<file path="src/design/ewl_pkg.sv">
package ewl_pkg;

  localparam int MAX_INDEXES  = 16;
  localparam int IDX_W        = 4;
  localparam int SLOT_W       = 12;
  localparam int ADDR_W       = 10;
  localparam int SEQ_W        = 32;
  localparam int DATA_W       = 16;
  localparam int CNT_W        = 5;
  localparam int ENT_W        = 8;

  localparam logic [SEQ_W-1:0] ERASED_SEQ      = 32'hFFFF_FFFF;
  localparam logic [CNT_W-1:0] RESET_INDEX_CNT = 5'd1;
  localparam logic [ENT_W-1:0] RESET_ENTRIES   = 8'd170;

  localparam logic [2:0] CMD_READ       = 3'd0;
  localparam logic [2:0] CMD_UPDATE     = 3'd1;
  localparam logic [2:0] CMD_WRITE      = 3'd2;
  localparam logic [2:0] CMD_SCAN_START = 3'd3;
  localparam logic [2:0] CMD_SCAN_REC   = 3'd4;

  localparam logic REG_INDEX_COUNT = 1'b0;
  localparam logic REG_ENTRIES     = 1'b1;

  typedef enum logic [0:0] {
    ST_IDLE,
    ST_EXEC
  } state_t;

  typedef struct packed {
    logic [CNT_W-1:0] index_count;
    logic [ENT_W-1:0] entries;
  } cfg_t;

  typedef struct packed {
    logic capture;
    logic exec;
  } ctrl_cmd_t;

  typedef struct packed {
    logic out_busy;
  } dp_status_t;

endpackage

</file>
<file path="src/design/ewl_cfg.sv">
module ewl_cfg (
  input  logic               clk,
  input  logic               rst,
  input  logic               psel,
  input  logic               penable,
  input  logic               pwrite,
  input  logic [2:0]         paddr,
  input  logic [31:0]        pwdata,
  output logic [31:0]        prdata,
  output logic               pready,
  output ewl_pkg::cfg_t      cfg
);

  logic [ewl_pkg::CNT_W-1:0] index_count;
  logic [ewl_pkg::ENT_W-1:0] entries;
  logic                      wr_en;

  assign pready = 1'b1;
  assign wr_en  = psel & penable & pwrite;

  always_ff @(posedge clk) begin
    if (rst) begin
      index_count <= ewl_pkg::RESET_INDEX_CNT;
      entries     <= ewl_pkg::RESET_ENTRIES;
    end else if (wr_en) begin
      case (paddr[2])
        ewl_pkg::REG_INDEX_COUNT: index_count <= pwdata[ewl_pkg::CNT_W-1:0];
        ewl_pkg::REG_ENTRIES:     entries     <= pwdata[ewl_pkg::ENT_W-1:0];
        default: ;
      endcase
    end
  end

  always_comb begin
    case (paddr[2])
      ewl_pkg::REG_INDEX_COUNT: prdata = {27'd0, index_count};
      ewl_pkg::REG_ENTRIES:     prdata = {24'd0, entries};
      default:                  prdata = 32'd0;
    endcase
  end

  assign cfg.index_count = index_count;
  assign cfg.entries     = entries;

endmodule

</file>
<file path="src/design/ewl_ctrl.sv">
module ewl_ctrl (
  input  logic                clk,
  input  logic                rst,
  input  logic                in_valid,
  output logic                in_ready,
  input  ewl_pkg::dp_status_t status,
  output ewl_pkg::ctrl_cmd_t  ctl
);

  ewl_pkg::state_t state, state_next;

  always_ff @(posedge clk) begin
    if (rst) begin
      state <= ewl_pkg::ST_IDLE;
    end else begin
      state <= state_next;
    end
  end

  always_comb begin
    state_next  = state;
    in_ready    = 1'b0;
    ctl.capture = 1'b0;
    ctl.exec    = 1'b0;
    case (state)
      ewl_pkg::ST_IDLE: begin
        in_ready = 1'b1;
        if (in_valid) begin
          ctl.capture = 1'b1;
          state_next  = ewl_pkg::ST_EXEC;
        end
      end
      ewl_pkg::ST_EXEC: begin
        // hold until the output register can take the result
        if (!status.out_busy) begin
          ctl.exec   = 1'b1;
          state_next = ewl_pkg::ST_IDLE;
        end
      end
      default: state_next = ewl_pkg::ST_IDLE;
    endcase
  end

endmodule

</file>
<file path="src/design/ewl_dp.sv">
module ewl_dp (
  input  logic                       clk,
  input  logic                       rst,
  input  ewl_pkg::cfg_t              cfg,
  input  ewl_pkg::ctrl_cmd_t         ctl,
  output ewl_pkg::dp_status_t        status,
  input  logic [2:0]                 cmd,
  input  logic [ewl_pkg::IDX_W-1:0]  index,
  input  logic [ewl_pkg::DATA_W-1:0] value,
  input  logic [ewl_pkg::ENT_W-1:0]  slot,
  input  logic [ewl_pkg::SEQ_W-1:0]  stored_seq,
  input  logic [ewl_pkg::DATA_W-1:0] stored_data,
  output logic                       out_valid,
  input  logic                       out_ready,
  output logic [ewl_pkg::DATA_W-1:0] value_out,
  output logic                       write_valid,
  output logic [ewl_pkg::ADDR_W-1:0] write_address,
  output logic [ewl_pkg::SEQ_W-1:0]  write_seq,
  output logic [ewl_pkg::DATA_W-1:0] write_data,
  output logic                       bad_index
);

  // per-index tables
  logic [ewl_pkg::SLOT_W-1:0] cur_slot [ewl_pkg::MAX_INDEXES];
  logic [ewl_pkg::SEQ_W-1:0]  last_seq [ewl_pkg::MAX_INDEXES];
  logic [ewl_pkg::DATA_W-1:0] cached   [ewl_pkg::MAX_INDEXES];

  // captured request
  logic [2:0]                 cmd_q;
  logic [ewl_pkg::IDX_W-1:0]  idx_q;
  logic [ewl_pkg::DATA_W-1:0] value_q;
  logic [ewl_pkg::ENT_W-1:0]  slot_q;
  logic [ewl_pkg::SEQ_W-1:0]  sseq_q;
  logic [ewl_pkg::DATA_W-1:0] sdata_q;
  logic                       bad_q;
  logic [ewl_pkg::SLOT_W-1:0] base_q;
  logic [ewl_pkg::SLOT_W:0]   end_q;

  logic [ewl_pkg::SLOT_W-1:0] base_next;
  logic [ewl_pkg::SLOT_W:0]   end_next;

  logic [ewl_pkg::SLOT_W-1:0] cur;
  logic [ewl_pkg::SEQ_W-1:0]  seq;
  logic [ewl_pkg::DATA_W-1:0] cval;
  logic [ewl_pkg::SLOT_W:0]   inc;
  logic [ewl_pkg::SLOT_W-1:0] next_slot;
  logic [ewl_pkg::SEQ_W-1:0]  seq_inc;
  logic [ewl_pkg::SLOT_W+1:0] addr_full;
  logic                       wr;
  logic                       start;
  logic                       scan_ok;
  logic                       in_ring;
  logic [ewl_pkg::DATA_W-1:0] val_after;

  assign base_next = {8'd0, index} * {4'd0, cfg.entries};
  assign end_next  = {1'b0, base_next} + {5'd0, cfg.entries};

  always_ff @(posedge clk) begin
    if (ctl.capture) begin
      cmd_q   <= cmd;
      idx_q   <= index;
      value_q <= value;
      slot_q  <= slot;
      sseq_q  <= stored_seq;
      sdata_q <= stored_data;
      bad_q   <= {1'b0, index} >= cfg.index_count;
      base_q  <= base_next;
      end_q   <= end_next;
    end
  end

  assign cur     = cur_slot[idx_q];
  assign seq     = last_seq[idx_q];
  assign cval    = cached[idx_q];
  assign seq_inc = seq + 32'd1;
  assign inc     = {1'b0, cur} + 13'd1;
  // wrap to the ring base
  assign next_slot = (inc >= end_q) ? base_q : inc[ewl_pkg::SLOT_W-1:0];
  assign addr_full = {next_slot, 2'b00} + {1'b0, next_slot, 1'b0};
  assign in_ring   = ({5'd0, slot_q} >= {1'b0, base_q}) && ({5'd0, slot_q} < end_q);

  always_comb begin
    wr      = 1'b0;
    start   = 1'b0;
    scan_ok = 1'b0;
    case (cmd_q)
      ewl_pkg::CMD_UPDATE:     wr = (cval != value_q);
      ewl_pkg::CMD_WRITE:      wr = 1'b1;
      ewl_pkg::CMD_SCAN_START: start = 1'b1;
      ewl_pkg::CMD_SCAN_REC:
        scan_ok = in_ring && (sseq_q > seq) && (sseq_q != ewl_pkg::ERASED_SEQ);
      default: ;
    endcase
    if (bad_q) begin
      wr      = 1'b0;
      start   = 1'b0;
      scan_ok = 1'b0;
    end
  end

  always_comb begin
    if (bad_q) begin
      val_after = '0;
    end else if (wr) begin
      val_after = value_q;
    end else if (start) begin
      val_after = '0;
    end else if (scan_ok) begin
      val_after = sdata_q;
    end else begin
      val_after = cval;
    end
  end

  always_ff @(posedge clk) begin
    if (rst) begin
      for (int i = 0; i < ewl_pkg::MAX_INDEXES; i++) begin
        cur_slot[i] <= '0;
        last_seq[i] <= '0;
        cached[i]   <= '0;
      end
    end else if (ctl.exec) begin
      if (wr) begin
        cur_slot[idx_q] <= next_slot;
        last_seq[idx_q] <= seq_inc;
        cached[idx_q]   <= value_q;
      end else if (start) begin
        cur_slot[idx_q] <= base_q;
        last_seq[idx_q] <= '0;
        cached[idx_q]   <= '0;
      end else if (scan_ok) begin
        cur_slot[idx_q] <= {4'd0, slot_q};
        last_seq[idx_q] <= sseq_q;
        cached[idx_q]   <= sdata_q;
      end
    end
  end

  always_ff @(posedge clk) begin
    if (rst) begin
      out_valid <= 1'b0;
    end else if (ctl.exec) begin
      out_valid <= 1'b1;
    end else if (out_ready) begin
      out_valid <= 1'b0;
    end
  end

  always_ff @(posedge clk) begin
    if (ctl.exec) begin
      value_out     <= val_after;
      write_valid   <= wr;
      write_address <= wr ? addr_full[ewl_pkg::ADDR_W-1:0] : '0;
      write_seq     <= wr ? seq_inc : '0;
      write_data    <= wr ? value_q : '0;
      bad_index     <= bad_q;
    end
  end

  assign status.out_busy = out_valid & ~out_ready;

endmodule

</file>
<file path="src/design/eeprom_wear_level_ring.sv">
// Each request is captured when accepted; the per-index table read-modify-write then
// puts its result in the output register. The two steps run back to back, a stalled
// output holds the second step, and no new request is taken until it is done.
// A finished result may wait in the output register while the next request is taken.
// Reset (synchronous, active high) zeroes the slot, sequence and value tables,
// sets index_count to 1 and entries_per_index to 170, and empties the output.
module eeprom_wear_level_ring (
  input  logic                       clk,
  input  logic                       rst,
  input  logic                       psel,
  input  logic                       penable,
  input  logic                       pwrite,
  input  logic [2:0]                 paddr,
  input  logic [31:0]                pwdata,
  output logic [31:0]                prdata,
  output logic                       pready,
  input  logic                       in_valid,
  output logic                       in_ready,
  input  logic [2:0]                 cmd,
  input  logic [ewl_pkg::IDX_W-1:0]  index,
  input  logic [ewl_pkg::DATA_W-1:0] value,
  input  logic [ewl_pkg::ENT_W-1:0]  slot,
  input  logic [ewl_pkg::SEQ_W-1:0]  stored_seq,
  input  logic [ewl_pkg::DATA_W-1:0] stored_data,
  output logic                       out_valid,
  input  logic                       out_ready,
  output logic [ewl_pkg::DATA_W-1:0] value_out,
  output logic                       write_valid,
  output logic [ewl_pkg::ADDR_W-1:0] write_address,
  output logic [ewl_pkg::SEQ_W-1:0]  write_seq,
  output logic [ewl_pkg::DATA_W-1:0] write_data,
  output logic                       bad_index
);

  ewl_pkg::cfg_t       cfg;
  ewl_pkg::ctrl_cmd_t  ctl;
  ewl_pkg::dp_status_t status;

  ewl_cfg u_cfg (
    .clk     (clk),
    .rst     (rst),
    .psel    (psel),
    .penable (penable),
    .pwrite  (pwrite),
    .paddr   (paddr),
    .pwdata  (pwdata),
    .prdata  (prdata),
    .pready  (pready),
    .cfg     (cfg)
  );

  ewl_ctrl u_ctrl (
    .clk      (clk),
    .rst      (rst),
    .in_valid (in_valid),
    .in_ready (in_ready),
    .status   (status),
    .ctl      (ctl)
  );

  ewl_dp u_dp (
    .clk           (clk),
    .rst           (rst),
    .cfg           (cfg),
    .ctl           (ctl),
    .status        (status),
    .cmd           (cmd),
    .index         (index),
    .value         (value),
    .slot          (slot),
    .stored_seq    (stored_seq),
    .stored_data   (stored_data),
    .out_valid     (out_valid),
    .out_ready     (out_ready),
    .value_out     (value_out),
    .write_valid   (write_valid),
    .write_address (write_address),
    .write_seq     (write_seq),
    .write_data    (write_data),
    .bad_index     (bad_index)
  );

`ifndef ASSERT_OFF
  a_one_at_a_time: assert property (@(posedge clk) disable iff (rst)
    in_valid && in_ready |=> !in_ready)
    else $error("request taken while another is in flight");

  a_bad_no_write: assert property (@(posedge clk) disable iff (rst)
    out_valid && bad_index |-> !write_valid && value_out == '0 && write_seq == '0)
    else $error("bad index result carries data");

  a_idle_write_fields: assert property (@(posedge clk) disable iff (rst)
    out_valid && !write_valid |-> write_address == '0 && write_data == '0)
    else $error("write fields set without a write");
`endif

endmodule

</file>
<file path="config.mk">
export PLATFORM = sky130hd
export DESIGN_NAME = eeprom_wear_level_ring
export DESIGN_NICKNAME = d
export VERILOG_FILES = /design/src/design/ewl_pkg.sv /design/src/design/ewl_cfg.sv /design/src/design/ewl_ctrl.sv /design/src/design/ewl_dp.sv /design/src/design/eeprom_wear_level_ring.sv
export SDC_FILE = /design/constraint.sdc
export NUM_CORES = 2
export LEC_CHECK = 0
export ABC_AREA = 1
export BUFFER_PORTS_ARGS = -buffer_cell sky130_fd_sc_hd__buf_2
export CAP_MARGIN = 10
export CORE_MARGIN = 2
export CORE_UTILIZATION = 44
export DETAILED_ROUTE_END_ITERATION = 6
export SLEW_MARGIN = 20
export SYNTH_ARGS = -nofsm -noshare
export SYNTH_HDL_FRONTEND = slang
export SYNTH_SLANG_ARGS = --single-unit
export TNS_END_PERCENT = 100
</file>
<file path="constraint.sdc">
create_clock -name clk -period 6.2 [get_ports clk]
set_input_delay 0 -clock clk [delete_from_list [all_inputs] [get_ports clk]]
set_output_delay 0 -clock clk [all_outputs]
set_load 0.05 [all_outputs]
</file>
==> results.py <==
metrics = {
    "clock_tree": {
        "tritoncts": "built",
        "clk_pin_slew_ns": 0.06,
        "clock_path_buffers": 3,
        "ctsHtreeMaxLevel": 4,
        "clock-sinks": 1159,
        "root_buffer": "clkbuf_16",
        "clk_latency_ns": 0.78,
        "cts_buffers": 130,
    },
    "synthesis": {
        "synth_enable_flop_cells": 1140,
        "synth-seq-cells": 1159,
        "synth.area.top_cells": "edfxtp_1, nor2_1, nand2_1",
        "synth.largest_area_cell": "edfxtp_1",
        "synth_area_per_cell_um2": 9.83,
        "synthCells": 5750,
        "ys_warn_count": 0,
        "synth_top_flop_cell": "edfxtp_1",
        "synth.distinct_cells": 53,
        "syn_area_mm2": 0.0565,
        "seq_area_frac_synth": 0.612,
        "synth.top_cell.area_share": 0.605,
        "async_flop_share": 0,
    },
    "grt": {
        "track_usage": 0.261,
        "grt_pass1_vias": 41600,
        "grt_max_degree": 116,
        "antenna_found_initial": 0,
        "grt_pass1_wl_um": 259000,
        "gr-total-overflow": 0,
    },
    "floorplanning": {
        "fp.coreArea_mm2": 0.128,
        "ioPinCount": 232,
        "die_w_um": 362,
        "start_util": 0.443,
        "rows": 131,
        "fp.dieArea_mm2": 0.131,
        "fp.dieH_um": 362,
    },
    "place": {
        "gp_congestion": 0.933,
        "port_buffers": 179,
        "hpwl_um": 99100,
        "numPlacedInstances": 7384,
    },
    "timing": {
        "finalHoldViolations": 0,
        "setup_viol": 0,
        "slew_headroom": 0.301,
        "hold-worst-slack_ns": 0.0854,
        "worst_pin_slew_ns": 1.05,
        "final.setup.tns_ns": 0,
        "fin_crit_ns": 5.85,
        "skew_ns": 0.0409,
        "drv_slew": 0,
        "fmax_mhz": 171,
        "period_share": 0.944,
    },
    "finish": {
        "final_cells": 7812,
        "layout.nets": 6281,
        "nFillCells": 11400,
        "final_common_cell": "nor2_1",
        "mostFrequentLayoutCells": "nor2_1, edfxtp_1, nand2_1",
        "layout-drive-gt1-share": 0.108,
        "diodes": 0,
        "syn_to_final_growth_pct": 16.5,
    },
    "route": {
        "avgRoutedWirePerCell_um": 22.3,
        "initialDrtViolationCount": 5017,
        "wl_um": 174000,
        "drt-pass1-iter-count": 5,
        "ant_nets": 0,
        "via_per_inst": 5.53,
        "vias": 43200,
        "drc": 0,
    },
    "pwr": {
        "internal_power_w": 0.0144,
        "p_comb_frac": 0.196,
        "p_leak_nw": 26.7,
        "p_clk_frac": 0.362,
        "pwr_density_cell_mw_per_mm2": 313,
        "p_sw_w": 0.00620,
        "ir_drop_v": 0.000266,
        "swShare": 0.300,
        "pwr-share-seq": 0.441,
    },
    "setup_path": {
        "ff2ff_setup_slack_ns": 0.35,
        "slowest_delay_ns": 0.61,
        "critical-path-slowest-cell": "buf_4",
        "cpLargestDelayFamily": "simple AND/OR/NAND/NOR gates",
        "path_cells": "inv_4, buf_4, o21ai_0, o22ai_1, o211ai_1, nand2_1, inv_1, ha_1, nand2_1, nor2_1, nand2_1, a21oi_1, nor2_1, nand2_1, nand3_1, nor2_1, nand2_1, nand3_2, buf_4, nand4_1, nand2_4, buf_4",
        "reg2regPathDepth": 22,
        "cpMostUsedCell": "nand2_1",
        "cp-endpoint": "u_dp.cur_slot[14][6]",
        "critical_path_class": "flip-flop to flip-flop",
        "critPathBufInv": 5,
        "r2r_end": "u_dp.cur_slot[14][6]",
        "worst-endpoint-required_ns": 6.65,
        "worst_setup_path_end_kind": "flip-flop",
        "startpoint_type": "flip-flop",
        "crit_arrival_ns": 6.30,
        "path_depth": 22,
        "crit_fanout": 49,
    },
    "min_path": {
        "hold_class": "input pin to flip-flop",
    },
    "status": {
        "status": "completed",
    },
    "job": {
        "cap_violations": 0,
    },
}
==> cells by family after synthesis <==
logic type,after synthesis,share of synthesized area
buffers and inverters,853,0.0726
AND/OR/NAND/NOR,2772,0.199
adder cells (fa/ha/maj),110,0.0262
XOR/XNOR,24,0.00372
flip-flops,1159,0.612
other,2,0.000133
AO/OA/AOI/OAI,830,0.0865
==> stage by stage <==
stage                     worst slack [ns]  power, W  cell area [um2]   util
after global routing              -0.00264    0.0215            65900  0.516
after global placement               0.358    0.0132            59800  0.469
final                                0.345    0.0206            65900  0.516
after detailed placement             0.347    0.0132            59800  0.469
after CTS                            0.325    0.0207            65800  0.516
after floorplan                      0.733    0.0119            56600      -
==> how the worst min path moves through the flow <==
stage / start / endpoint / cells past startpoint / slack (ns)
3_5_place_dp: slot[2] / u_dp.slot_q[2] / 1 / 0.18
3_3_place_gp: slot[0] / u_dp.slot_q[0] / 1 / 0.18
5_1_grt: pwdata[4] / u_cfg.entries[4] / 4 / 0.12
4_1_cts: pwdata[4] / u_cfg.entries[4] / 4 / 0.02
6_report: pwdata[4] / u_cfg.entries[4] / 4 / 0.09
2_1_floorplan: rst / u_dp.out_valid / 1 / 0.07
==> per-layer routing <==
metal  global-route usage  vias up  routed length [um]
met1                0.361    21100               72600
met4               0.0824        0                4960
met3               0.0352      316               14100
met5                    0        -                   0
met2                0.429     1881               82100
li1                     -    19900                   -
==> power by group through the flow <==
| stage | sequential, W | combinational (W) | clock (W) |
|---|---|---|---|
| after floorplan | 0.00937 | 0.00257 | 0 |
| after global placement | 0.00927 | 0.00388 | 0 |
| after detailed placement | 0.00928 | 0.00391 | 0 |
| after CTS | 0.00912 | 0.00402 | 0.00757 |
| after global routing | 0.00914 | 0.00447 | 0.00786 |
| final | 0.00911 | 0.00405 | 0.00747 |
==> sequential cells by signal (all words and copies together) (netlist names), 9 cells and up, named ones only <==
signal,cells
u_dp.write_address,9
u_dp.cached,256
u_dp.write_seq,32
u_dp.write_data,16
u_dp.value_out,16
u_dp.base_q,12
u_dp.last_seq,512
u_dp.cur_slot,192
u_dp.end_q,13
u_dp.sdata_q,16
u_dp.sseq_q,32
u_dp.value_q,16
==> cells in the mapped netlist (2+ instances only) <==
master and instances:
nor2_1 1603, edfxtp_1 1140, nand2_1 747, inv_1 419, o21ai_0 403, nand3_1 277
buf_2 216, o211ai_1 200, a21oi_1 120, ha_1 96, buf_4 70, clkbuf_1 66
o21ai_1 65, buf_6 47, nand4_1 44, nor2_2 27, dfxtp_1 19, xor2_1 18
nand2_2 16, buf_1 15, fa_1 14, inv_2 13, a21boi_4 11, nor3_1 11
nand4_2 10, nor2_4 7, o221ai_1 7, nand3_2 6, nor4_1 6, o21a_1 6
or2_2 6, xnor2_1 6, o22ai_1 5, clkinv_1 4, a21o_1 3, a31oi_1 3
nand3b_1 3, nor3b_1 3, and2_1 2, conb_1 2, o21ai_2 2
==> final cells by class <==
type / count / area [um2] / area share
flip-flops and latches: 1159 / 34600 / 0.526
clock buffers: 162 / 3420 / 0.0519
inverters: 437 / 1660 / 0.0252
well taps: 1662 / 2080 / 0.0316
multi-input cells: 3762 / 18100 / 0.275
repair buffers: 560 / 5300 / 0.0805
clock inverters: 70 / 633 / 0.00961
==> tightest hold or removal path, cell delays in order <==
cell	delay, ns
dlygate4sd3_1	0.52
buf_2	0.11
nor2_1	0.05
nor2_1	0.11
==> repair_timing <==
item,in CTS,in global routing
hold endpoints to repair,126,0
buffers inserted,0,2
endpoints found under the setup margin,0,120
resized for setup,0,2
hold buffers,194,0
No activity file was read; power rests on OpenSTA's default activity.
